$ cat src/sv/mpf_pkg.sv
// Shared types and constants for the MQTT packet framer.
`default_nettype none

package mpf_pkg;

    localparam int LEN_W = 28;

    // Byte role codes reported with each result
    localparam logic [1:0] ROLE_HEADER  = 2'd0;
    localparam logic [1:0] ROLE_LENGTH  = 2'd1;
    localparam logic [1:0] ROLE_PAYLOAD = 2'd2;

    typedef enum logic [2:0] {
        PH_HEADER  = 3'b001,
        PH_LENGTH  = 3'b010,
        PH_PAYLOAD = 3'b100
    } phase_t;

    typedef struct packed {
        logic [7:0] byte_value;
        logic       segment_last;
    } item_t;

    typedef struct packed {
        logic [1:0]       byte_role;
        logic             packet_end;
        logic             malformed;
        logic [LEN_W-1:0] packet_length;
        logic             need_more;
    } result_t;

endpackage

`default_nettype wire

$ cat src/sv/mpf_in_reg.sv
// Input register stage of the MQTT packet framer.
`default_nettype none

module mpf_in_reg
(
    input  wire logic          clk,
    input  wire logic          rst_n,
    input  wire logic          s_tvalid,
    output logic               s_tready,
    input  wire logic [7:0]    s_tdata,   // [7:0] byte_value
    input  wire logic          s_tlast,
    output mpf_pkg::item_t     item,
    output logic               item_valid,
    input  wire logic          take
);

    logic           valid_reg;
    logic           valid_next;
    mpf_pkg::item_t item_reg;

    assign s_tready = !valid_reg || take;

    always_comb
    begin
        valid_next = valid_reg;
        if (s_tvalid && s_tready)
        begin
            valid_next = 1'b1;
        end
        else if (take)
        begin
            valid_next = 1'b0;
        end
    end

    always_ff @(posedge clk or negedge rst_n)
    begin
        if (!rst_n)
        begin
            valid_reg <= 1'b0;
        end
        else
        begin
            valid_reg <= valid_next;
        end
    end

    always_ff @(posedge clk)
    begin
        if (s_tvalid && s_tready)
        begin
            item_reg.byte_value   <= s_tdata;
            item_reg.segment_last <= s_tlast;
        end
    end

    assign item       = item_reg;
    assign item_valid = valid_reg;

endmodule

`default_nettype wire

$ cat src/sv/mpf_step.sv
// Framing state and per-byte decode logic of the MQTT packet framer.
`default_nettype none

module mpf_step
#(
    parameter int MAX_LENGTH_BYTES = 4
)
(
    input  wire logic          clk,
    input  wire logic          rst_n,
    input  wire mpf_pkg::item_t item,
    input  wire logic          fire,
    output mpf_pkg::result_t   result
);

    localparam int LEN_W = mpf_pkg::LEN_W;

    mpf_pkg::phase_t  phase_reg, phase_next;
    logic [LEN_W-1:0] accum_reg, accum_next;
    logic [2:0]       count_reg, count_next;
    logic [LEN_W-1:0] left_reg, left_next;
    logic [LEN_W-1:0] group;
    logic [4:0]       shamt;

    // Seven payload bits of a length byte, placed at their group position
    assign shamt = 5'(7 * int'(count_reg[1:0]));
    assign group = {{(LEN_W - 7){1'b0}}, item.byte_value[6:0]} << shamt;

    always_comb
    begin
        phase_next           = phase_reg;
        accum_next           = accum_reg;
        count_next           = count_reg;
        left_next            = left_reg;
        result.byte_role     = mpf_pkg::ROLE_HEADER;
        result.packet_end    = 1'b0;
        result.malformed     = 1'b0;
        result.packet_length = '0;

        unique case (phase_reg)
            mpf_pkg::PH_LENGTH:
            begin
                result.byte_role = mpf_pkg::ROLE_LENGTH;
                accum_next       = accum_reg | group;
                count_next       = count_reg + 3'd1;
                if (!item.byte_value[7])
                begin
                    if (accum_next == '0)
                    begin
                        result.packet_end = 1'b1;
                        phase_next        = mpf_pkg::PH_HEADER;
                    end
                    else
                    begin
                        left_next  = accum_next;
                        phase_next = mpf_pkg::PH_PAYLOAD;
                    end
                end
                else if (count_next >= 3'(MAX_LENGTH_BYTES))
                begin
                    // length field too long: flush and resync on the next byte
                    result.packet_end    = 1'b1;
                    result.malformed     = 1'b1;
                    result.packet_length = accum_next;
                    phase_next           = mpf_pkg::PH_HEADER;
                end
            end
            mpf_pkg::PH_PAYLOAD:
            begin
                result.byte_role = mpf_pkg::ROLE_PAYLOAD;
                left_next        = left_reg - LEN_W'(1);
                if (left_next == '0)
                begin
                    result.packet_end    = 1'b1;
                    result.packet_length = accum_reg;
                    phase_next           = mpf_pkg::PH_HEADER;
                end
            end
            default:
            begin
                accum_next = '0;
                count_next = '0;
                phase_next = mpf_pkg::PH_LENGTH;
            end
        endcase

        result.need_more = item.segment_last && !result.packet_end;
    end

    always_ff @(posedge clk or negedge rst_n)
    begin
        if (!rst_n)
        begin
            phase_reg <= mpf_pkg::PH_HEADER;
            accum_reg <= '0;
            count_reg <= '0;
            left_reg  <= '0;
        end
        else if (fire)
        begin
            phase_reg <= phase_next;
            accum_reg <= accum_next;
            count_reg <= count_next;
            left_reg  <= left_next;
        end
    end

    // Length bytes never run past the configured maximum
    assert property (@(posedge clk) disable iff (!rst_n)
        (phase_reg == mpf_pkg::PH_LENGTH) |-> (count_reg < 3'(MAX_LENGTH_BYTES)))
        else $error("length byte count past maximum");

    // Payload phase always has bytes left to count
    assert property (@(posedge clk) disable iff (!rst_n)
        (phase_reg == mpf_pkg::PH_PAYLOAD) |-> (left_reg != '0))
        else $error("payload phase with nothing left");

    // A header byte always moves the framer into the length phase
    assert property (@(posedge clk) disable iff (!rst_n)
        (fire && phase_reg == mpf_pkg::PH_HEADER) |=> (phase_reg == mpf_pkg::PH_LENGTH))
        else $error("header byte did not start length decode");

endmodule

`default_nettype wire

$ cat src/sv/mpf_out_reg.sv
// Result register stage of the MQTT packet framer.
`default_nettype none

module mpf_out_reg
(
    input  wire logic          clk,
    input  wire logic          rst_n,
    input  wire mpf_pkg::result_t result,
    input  wire logic          load,
    output logic               room,
    output logic               m_tvalid,
    input  wire logic          m_tready,
    output logic [31:0]        m_tdata,   // [0] malformed, [28:1] packet_length,
                                          // [29] need_more, [31:30] zero
    output logic               m_tlast,   // packet_end
    output logic [1:0]         m_tuser    // [1:0] byte_role
);

    logic             valid_reg;
    logic             valid_next;
    mpf_pkg::result_t res_reg;

    assign room = !valid_reg || m_tready;

    always_comb
    begin
        valid_next = valid_reg;
        if (load)
        begin
            valid_next = 1'b1;
        end
        else if (m_tready)
        begin
            valid_next = 1'b0;
        end
    end

    always_ff @(posedge clk or negedge rst_n)
    begin
        if (!rst_n)
        begin
            valid_reg <= 1'b0;
        end
        else
        begin
            valid_reg <= valid_next;
        end
    end

    always_ff @(posedge clk)
    begin
        if (load)
        begin
            res_reg <= result;
        end
    end

    assign m_tvalid = valid_reg;
    assign m_tdata  = {2'b00, res_reg.need_more, res_reg.packet_length, res_reg.malformed};
    assign m_tlast  = res_reg.packet_end;
    assign m_tuser  = res_reg.byte_role;

endmodule

`default_nettype wire

$ cat src/sv/mqtt_packet_framer_unit.sv
// Top level of the MQTT packet framer: input register, decode step, result register.
// m_tvalid rises once a byte has moved from the input register into the result register.
// Throughput: one byte per cycle unless result back-pressure stalls the state update in mpf_step.
// Back-pressure on the result side stalls the step; the input register absorbs one byte.
// Reset (rst_n low, asynchronous) empties both stages and returns the framer to
// the fixed header phase with the length and payload counters cleared.
`default_nettype none

module mqtt_packet_framer_unit
#(
    parameter int MAX_LENGTH_BYTES = 4
)
(
    input  wire logic          clk,
    input  wire logic          rst_n,
    input  wire logic          s_tvalid,
    output logic               s_tready,
    input  wire logic [7:0]    s_tdata,   // [7:0] byte_value
    input  wire logic          s_tlast,   // segment_last
    output logic               m_tvalid,
    input  wire logic          m_tready,
    output logic [31:0]        m_tdata,   // [0] malformed, [28:1] packet_length,
                                          // [29] need_more, [31:30] zero
    output logic               m_tlast,   // packet_end
    output logic [1:0]         m_tuser    // [1:0] byte_role
);

    mpf_pkg::item_t   item;
    mpf_pkg::result_t result;
    logic             item_valid;
    logic             room;
    logic             fire;

    assign fire = item_valid && room;

    mpf_in_reg u_in
    (
        .clk        (clk),
        .rst_n      (rst_n),
        .s_tvalid   (s_tvalid),
        .s_tready   (s_tready),
        .s_tdata    (s_tdata),
        .s_tlast    (s_tlast),
        .item       (item),
        .item_valid (item_valid),
        .take       (fire)
    );

    mpf_step #(
        .MAX_LENGTH_BYTES (MAX_LENGTH_BYTES)
    ) u_step
    (
        .clk    (clk),
        .rst_n  (rst_n),
        .item   (item),
        .fire   (fire),
        .result (result)
    );

    mpf_out_reg u_out
    (
        .clk      (clk),
        .rst_n    (rst_n),
        .result   (result),
        .load     (fire),
        .room     (room),
        .m_tvalid (m_tvalid),
        .m_tready (m_tready),
        .m_tdata  (m_tdata),
        .m_tlast  (m_tlast),
        .m_tuser  (m_tuser)
    );

    // A malformed length field is always a flush point on a length byte
    assert property (@(posedge clk) disable iff (!rst_n)
        (m_tvalid && m_tdata[0]) |-> (m_tlast && m_tuser == mpf_pkg::ROLE_LENGTH))
        else $error("malformed without flush on length byte");

    // need_more and a flush point exclude each other
    assert property (@(posedge clk) disable iff (!rst_n)
        (m_tvalid && m_tdata[29]) |-> !m_tlast)
        else $error("need_more on a flush point");

    // The fixed header byte never ends a packet
    assert property (@(posedge clk) disable iff (!rst_n)
        (m_tvalid && m_tuser == mpf_pkg::ROLE_HEADER) |-> !m_tlast)
        else $error("flush point on a header byte");

    // Length is reported only at a flush point
    assert property (@(posedge clk) disable iff (!rst_n)
        (m_tvalid && !m_tlast) |-> (m_tdata[28:1] == '0))
        else $error("length reported outside a flush point");

endmodule

`default_nettype wire

$ cat config.mk
export PLATFORM = sky130hd
export DESIGN_NAME = mqtt_packet_framer_unit
export DESIGN_NICKNAME = d
export VERILOG_FILES = /design/src/sv/mpf_pkg.sv /design/src/sv/mpf_in_reg.sv /design/src/sv/mpf_step.sv /design/src/sv/mpf_out_reg.sv /design/src/sv/mqtt_packet_framer_unit.sv
export SDC_FILE = /design/constraint.sdc
export NUM_CORES = 1
export LEC_CHECK = 0
export BUFFER_PORTS_ARGS = -buffer_cell sky130_fd_sc_hd__buf_2
export CAP_MARGIN = 20
export CORE_UTILIZATION = 35
export CTS_CLUSTER_DIAMETER = 60
export DETAILED_ROUTE_END_ITERATION = 10
export GPL_TIMING_DRIVEN = 0
export PLACE_DENSITY_LB_ADDON = 0.2
export SYNTH_ARGS = -nofsm -noshare
export SYNTH_HDL_FRONTEND = slang
export SYNTH_SLANG_ARGS = --single-unit
$ cat constraint.sdc
create_clock -name clk -period 2.82 [get_ports clk]
set_input_delay 0.423 -clock clk [delete_from_list [all_inputs] [get_ports clk]]
set_output_delay 0.423 -clock clk [all_outputs]
set_load 0.03 [all_outputs]
* Word-level counts from Yosys, hierarchy flattened
Index checks and enable logic that the tools add are counted.
** Word-level totals
- Flip-flop bits (word level) :: 106
- Input bits :: 13
- Output and inout bits :: 37
- Word-level logic and storage cells :: 65
** Operators by class
- Add/subtract/negate cells :: 2
- Multiply operators :: 1
- $lt $le $gt $ge :: 1
- Equality and inequality tests :: 6
- Shift-type cells :: 1
- Muxes and demuxes :: 22
- Bitwise operators :: 2
- Reduce and logical (&&, ||, !) cells :: 17
** Operator list (number)
- $pmux W28 S2 :: 3
- $mux W28 :: 4
- $logic_not A28 Y1 :: 2
- $mux W30 :: 1
- $or A28 B28 Y28 :: 1
- $shl A7 B5 Y28 :: 1
- $sub A28 B1 Y28 const B :: 1
- $pmux W3 S2 :: 3
- $mux W3 :: 4
- $mux W1 :: 7
- $reduce_bool A2 Y1 :: 3
- $mul A3 B2 Y5 const A :: 1
- $ne A2 B2 Y1 const B :: 2
- $reduce_and A2 Y1 :: 2
- $reduce_and A4 Y1 :: 1
- $add A3 B1 Y3 const B :: 1
- $eq A3 B2 Y1 const B :: 1
- $eq A3 B3 Y1 const B :: 1
- $ge A3 B3 Y1 const B :: 1
- $logic_and A1 B1 Y1 :: 3
- $logic_not A1 Y1 :: 3
- $ne A3 B2 Y1 const B :: 1
- $reduce_and A3 Y1 :: 1
- $logic_or A1 B1 Y1 :: 2
- 2 further kinds :: 2

* Longest topological paths before layout
Gate-level depths: netlist (run 1).
- Depth in word-level cells :: 9
- Gate-level depth with buffers :: 11

* Cells and area by module
From an unflattened synthesis (run 1), not the netlist that was laid out.
** Second synthesis, totals
- Cells, all modules :: 620
- Area, all modules :: 5940.7 µm²
** By module, submodules not included
- mpf_step :: times used 1, cells each 567, area each 4553.1 µm²
- mpf_out_reg :: times used 1, cells each 39, area each 1057.3 µm²
- mpf_in_reg :: times used 1, cells each 13, area each 324.1 µm²
- mqtt_packet_framer_unit :: times used 1, cells each 1, area each 6.3 µm²

* Least setup slack after synthesis (run 1)
Ideal clock, no wire load.
- Path type :: register -> register
- Start point :: reg u_step.left_reg[0]
- End point :: reg u_out.res_reg, in the netlist u_out.m_tdata[15] (data pin)
- Setup time :: 0.141 ns
- Arrival time :: 2.903 ns
- Data required time :: 2.679 ns
- Slack :: -0.224 ns
- Stages on the path, launching flop included :: 11
- Path buffers :: 2
- Period minus slack after synthesis :: 3.044 ns
- Cell sequence :: dfrtp_1 inv_1 ha_1 or4b_2 nor4_1 xnor2_1 a31oi_1 or4_4 buf_6 buf_8 a21oi_2
** RTL lines
- start: declaration :: RTL line mpf_step.sv:21 : logic [LEN_W-1:0] left_reg, left_next;
- start signal: assignment :: RTL line mpf_step.sv:104 : left_reg <= left_next;
- end signal: assignment :: RTL line mpf_out_reg.sv:54 : res_reg <= result;
- end: declaration :: RTL line mpf_out_reg.sv:21 : mpf_pkg::result_t res_reg;

==> impl_metrics.json, run 1 <==
{
  "grt_overflow": 0,
  "core-area_um2": 15800,
  "ir_drop_mv": 0.436,
  "arrival_ns": 3.20,
  "rows": 46,
  "dp_slack_ns": -0.833,
  "ctsHoldBuffers": 0,
  "setup_viol": 30,
  "clockBufferDepth": 2,
  "cts_sinks": 106,
  "crit_type": "reg -> reg",
  "failed_checks": "setup timing",
  "tightest_slew_ns": 0.889,
  "ys_types": 64,
  "finClkSkew_ns": 0.00916,
  "design.die.area_um2": 16600,
  "synth_seq_cells": 106,
  "synth_largest_area_cell": "dfrtp_1",
  "drt-total-wl_mm": 18.1,
  "synth_top_area_frac": 0.280,
  "cts_buffers": 9,
  "syn_avg_cell_area_um2": 9.61,
  "syn_area_um2": 5640,
  "maxCapViolCount": 0,
  "port_buffers": 47,
  "r2r_setup_slack_ns": -0.17,
  "cpMaxStageDelayCell": "or4_4",
  "num_antenna_cells": 0,
  "layout.nets": 679,
  "fin_crit_sh": 1.06,
  "clkTransAtPathRegs_ns": 0.08,
  "drive_gt1_frac": 0.214,
  "via_per_inst": 5.96,
  "h-tree-depth": 3,
  "synth_top_cells_by_area": "dfrtp_1, edfxtp_1, nand2_1",
  "largest_reg_flops": 30,
  "rr_endpoint": "u_out.m_tdata[2]$_DFFE_PP_",
  "routabilityCongestion": 0.971,
  "rsz0062_at_grt": "yes",
  "first_pass_iters": 6,
  "p_leak_nw": 2.51,
  "reg2reg_depth": 9,
  "synth.most_common_cell": "dfrtp_1",
  "die_h_um": 129,
  "fin_ws_ns": -0.170,
  "drt_iter0_drc": 664,
  "synth_edf_count": 42,
  "cts_tree": "done",
  "placed_cells": 853,
  "ys_async_sr_fraction": 0.604,
  "layout_min_cycle_time_ns": 2.99,
  "critPathRequiredTime_ns": 3.03,
  "crit_top_cell": "or4_4",
  "slew_headroom": 0.407,
  "hpwlAfterDp_mm": 12.9,
  "finalHoldViolCount": 0,
  "vias": 5271,
  "antenna_found_initial": 0,
  "end_kind": "register",
  "die_x_um": 129,
  "drc": 0,
  "fmax_mhz": 334,
  "start_util": 0.356,
  "cp_top_family": "simple AND/OR/NAND/NOR gates",
  "fin_cells": 884,
  "pin_count": 50,
  "grt_pass1_wl_mm": 27.7,
  "yosys_warnings": 0,
  "netlist_instances": 587,
  "worstPathMaxFanout": 5,
  "grt_start_max_net_pins": 65,
  "ant_nets": 0,
  "grtUsageTotal": 0.225,
  "p_per_area_nw_per_um2": 862,
  "area_growth_pct": 22.0,
  "slowest_delay_ns": 0.59,
  "wl_per_cell_um": 20.5,
  "crit_chain": "or4_4, buf_6, nor4_4, xnor2_1, a31oi_2, or4_4, buf_12, buf_16, o22ai_1",
  "cp_num_buf_inv": 3,
  "first_global_vias": 4893,
  "reg2reg_from": "u_step.left_reg[7]$_DFFE_PN0P_",
  "seq_area_frac_synth": 0.508,
  "insertion_delay_ns": 0.36,
  "synthFlopType": "dfrtp_1",
  "min_path_type": "in -> async",
  "slew_violations": 0,
  "cts_root_buffer": "clkbuf_16",
  "yosys-top-cells-count": "dfrtp_1, nand2_1, edfxtp_1",
  "status": "finished, violations left",
  "start_kind": "register",
  "finalPower_mw": 5.93
}
[routing by layer]
layer  track usage  wire length, um  vias to the layer above
met5             0                0                        -
met4         0.126              799                        0
met3        0.0383             1380                       45
met2         0.324             7900                      267
met1         0.318             8020                     2566
li1              -                -                     2393
[cell families after synthesis]
family                   share of synthesized area
multiplexers                               0.00732
other                                     0.000665
XOR/XNOR                                   0.00777
AND/OR/NAND/NOR                              0.177
AO/OA/AOI/OAI                                0.244
adder cells (fa/ha/maj)                    0.00666
flip-flops                                   0.508
buffers and inverters                       0.0490
[worst max-delay path by stage]
stage,start,to,slack [ns],cells past startpoint
6_report,u_step.left_reg[7]$_DFFE_PN0P_,u_out.m_tdata[2]$_DFFE_PP_,-0.17,9
5_1_grt,u_step.left_reg[8]$_DFFE_PN0P_,u_out.m_tdata[11]$_DFFE_PP_,-0.21,9
4_1_cts,u_step.left_reg[6]$_DFFE_PN0P_,u_out.m_tdata[8]$_DFFE_PP_,-0.17,8
3_5_place_dp,u_in.item[1]$_DFFE_PP_,u_step.left_reg[26]$_DFFE_PN0P_,-0.83,8
3_3_place_gp,m_tready,u_step.left_reg[14]$_DFFE_PN0P_,-1.14,8
2_1_floorplan,u_step.left_reg[0]$_DFFE_PN0P_,u_out.m_tdata[15]$_DFFE_PP_,0.02,10
[layout make-up]
type                            instances  area (um^2)
Buffer                                 43          209
Fill cell                            1522         8950
Clock inverter                          6         56.3
Clock buffer                           10          229
Sequential cell                       106         2870
Inverter                               16         60.1
Timing Repair Buffer                   69          467
Tap cell                              216          270
Multi-Input combinational cell        418         2720
[timing repair]
action / 4_1_cts / 5_1_grt
hold endpoints to repair: 0 / 0
cloned: 1 / 1
setup buffers: 9 / 9
pin swaps: 4 / 18
gates resized for setup: 28 / 26
setup endpoints to repair: 59 / 49
[worst reg2reg max path: stages (launching register included)]
cell	delay, ns
dfrtp_2	0.42
or4_4	0.59
buf_6	0.15
nor4_4	0.33
xnor2_1	0.18
a31oi_2	0.14
or4_4	0.59
buf_12	0.16
buf_16	0.12
o22ai_1	0.15
[per-stage QoR]
stage | hold slack, ns | TNS (ns) | area (um^2) | utilization
after detailed placement | 0.510 | -30.49 | 6190 | 0.391
after CTS | 0.212 | -3.72 | 6700 | 0.423
after floorplan | 0.127 | 0 | 5660 | -
final | 0.161 | -3.62 | 6880 | 0.435
after global placement | 0.496 | -51.55 | 6160 | 0.389
after global routing | 0.219 | -5.15 | 6880 | 0.435
[cell usage in the layout, fill, tap and decap left out, types with 10 or more instances in the layout]
master and instances:
nand2_1 61, dfrtp_1 59, buf_2 47, edfxtp_1 42, nor2_1 39, a21oi_1 38
o21ai_0 38, clkbuf_1 32, a31oi_1 32, o22ai_1 24, buf_4 20, nor4_1 15
inv_1 13, nor3_1 12, nand2b_1 10, a32o_1 10, clkbuf_16 10
[power by group]
| group | internal (mW) | switching (mW) |
|---|---|---|
| registers | 1.89 | 0.344 |
| clock network | 0.622 | 0.620 |
| logic | 0.832 | 1.62 |
| total | 3.34 | 2.58 |
Note: power is estimated with default switching activity, not from simulation.
==> inputs of run 2 (changes only) <==
--- a/config.mk
+++ b/config.mk
@@ -5,7 +5,7 @@
 export SDC_FILE = /design/constraint.sdc
 export NUM_CORES = 1
 export LEC_CHECK = 0
-export BUFFER_PORTS_ARGS = -buffer_cell sky130_fd_sc_hd__buf_2
+export BUFFER_PORTS_ARGS = -buffer_cell sky130_fd_sc_hd__buf_4
 export CAP_MARGIN = 20
 export CORE_UTILIZATION = 35
 export CTS_CLUSTER_DIAMETER = 60
==> run 2 against run 1 <==
Compared with the run above:
- the run still ends with setup timing left
- cell count did not move
- sequential power barely moved
- first-iteration DRC count fell by 16%
- maximum frequency fell by 1.4%
- register-to-register slack got worse by 0.04 ns
- critical path type unchanged
==> impl_metrics.json, run 2 (synthesized netlist as in run 1, its figures left out) <==
{
  "status": "finished, violations left",
  "failed_checks": "setup timing",
  "rsz0062_at_grt": "yes",
  "h-tree-depth": 3,
  "drc": 0,
  "largest_reg_flops": 30,
  "layout.nets": 679,
  "drt_iter0_drc": 560,
  "min_path_type": "in -> async",
  "cts_root_buffer": "clkbuf_16",
  "start_util": 0.356,
  "clockBufferDepth": 2,
  "port_buffers": 47,
  "arrival_ns": 3.23,
  "final_cell_area_um2": 7040,
  "final_cell_mix": "buf_4, nand2_1, dfrtp_1, edfxtp_1, nor2_1",
  "mostFrequentLayoutCell": "buf_4",
  "core-area_um2": 15800,
  "start_kind": "register",
  "grtUsageTotal": 0.229,
  "p_per_area_nw_per_um2": 845,
  "cts_sinks": 106,
  "grt_start_max_net_pins": 65,
  "fill_cells": 1523,
  "ctsHoldBuffers": 0,
  "end_kind": "register",
  "layout_min_cycle_time_ns": 3.03,
  "via_per_inst": 6.00,
  "vias": 5301,
  "final-seq-area_um2": 2870,
  "first_pass_iters": 6,
  "drt-total-wl_mm": 18.7,
  "antenna_found_initial": 0,
  "fin_ws_ns": -0.212,
  "critPathRequiredTime_ns": 3.02,
  "pin_count": 50,
  "dp_slack_ns": -0.886,
  "die_h_um": 129,
  "fmax_mhz": 330,
  "finalHoldViolCount": 0,
  "setup_viol": 30,
  "crit_type": "reg -> reg",
  "grt_pass1_wl_mm": 28.5,
  "drive_gt1_frac": 0.223,
  "grt_overflow": 0,
  "slew_headroom": 0.402,
  "finClkSkew_ns": 0.00812,
  "slew_violations": 0,
  "cts_buffers": 9,
  "first_global_vias": 5098,
  "rows": 46,
  "ant_nets": 0,
  "routabilityCongestion": 0.970,
  "cts_tree": "done",
  "wl_per_cell_um": 21.1,
  "maxCapViolCount": 0,
  "fin_crit_sh": 1.08,
  "ir_drop_mv": 0.420,
  "worstPathMaxFanout": 10,
  "hpwlAfterDp_mm": 13.2,
  "die_x_um": 129,
  "area_growth_pct": 24.8,
  "num_antenna_cells": 0,
  "multi_input_area_um2": 2770,
  "design.die.area_um2": 16600,
  "tightest_slew_ns": 0.897,
  "insertion_delay_ns": 0.36,
  "p_leak_nw": 2.54,
  "place_area_um2": 6300,
  "finalPower_mw": 5.95,
  "clkTransAtPathRegs_ns": 0.08
}
## run 2: changes by cell type in the layout (fill, tap and decap cells not counted), sizes merged
| cell | delta |
|---|---|
| inv | -2 |
| clkbuf | +1 |
| clkinv | +3 |
| clkinvlp | -1 |
| buf | -1 |
## run 2: through the flow
stage / std cells / hold WS (ns) / setup TNS [ns] / utilization
6_report: 884 / 0.174 / -5.00 / 0.445
5_1_grt: 884 / 0.233 / -9.50 / 0.445
3_5_place_dp: 852 / 0.508 / -31.75 / 0.398
3_3_place_gp: 851 / 0.496 / -51.72 / 0.397
2_1_floorplan: 588 / 0.127 / 0 / -
4_1_cts: 875 / 0.229 / -3.90 / 0.429
## run 2: final timing paths
path	slack, ns	to	from	depth (start not counted)
max	-0.21	u_out.m_tdata[18]$_DFFE_PP_	u_step.left_reg[7]$_DFFE_PN0P_	7
max reg2reg	-0.21	u_out.m_tdata[18]$_DFFE_PP_	u_step.left_reg[7]$_DFFE_PN0P_	7
min in group clk	0.24	u_in.item[6]$_DFFE_PP_	s_tdata[5]	1
max in group asynchronous	2.00	u_step.left_reg[11]$_DFFE_PN0P_	rst_n	1
min reg2reg	0.52	u_step.count_reg[2]$_DFFE_PN0P_	u_step.count_reg[2]$_DFFE_PN0P_	1
min	0.17	u_step.left_reg[25]$_DFFE_PN0P_	rst_n	1
## run 2: critical path, cell delays in order (launching register included)
cell and delay, ns:
dfrtp_2 0.44, or4_4 0.58, or3_4 0.41, o41ai_4 0.35
o2111ai_2 0.15, or4_4 0.50, buf_2 0.23, a21oi_1 0.20
## run 2: per-layer routing
layer / vias to the layer above / share of wire / wire length [um] / global-route usage
li1: 2387 / - / - / -
met4: 0 / 0.038 / 709 / 0.111
met3: 46 / 0.077 / 1430 / 0.0416
met5: - / 0 / 0 / 0
met2: 259 / 0.45 / 8380 / 0.337
met1: 2609 / 0.44 / 8150 / 0.325
## run 2: where the power goes
part | total, mW | leakage (nW) | internal [mW] | switching [mW]
Combinational | 2.46 | 1.18 | 0.829 | 1.63
Clock | 1.25 | 0.141 | 0.621 | 0.630
Sequential | 2.24 | 1.22 | 1.89 | 0.350
Total | 5.95 | 2.54 | 3.34 | 2.61
## run 2: final cells by class
cell class,instances,share of cell area
inverters,16,0.00853
clock buffers,10,0.0325
well taps,216,0.0384
clock inverters,6,0.00818
multi-input cells,418,0.394
flip-flops and latches,106,0.407
plain buffers,43,0.0293
repair buffers,69,0.0821
## run 2: what timing repair did
item,CTS,global route
setup endpoints to repair,59,56
gates resized for setup,27,26
setup buffers,9,10
endpoints found under the hold margin,0,0
gates cloned,0,2
pin swaps,3,11
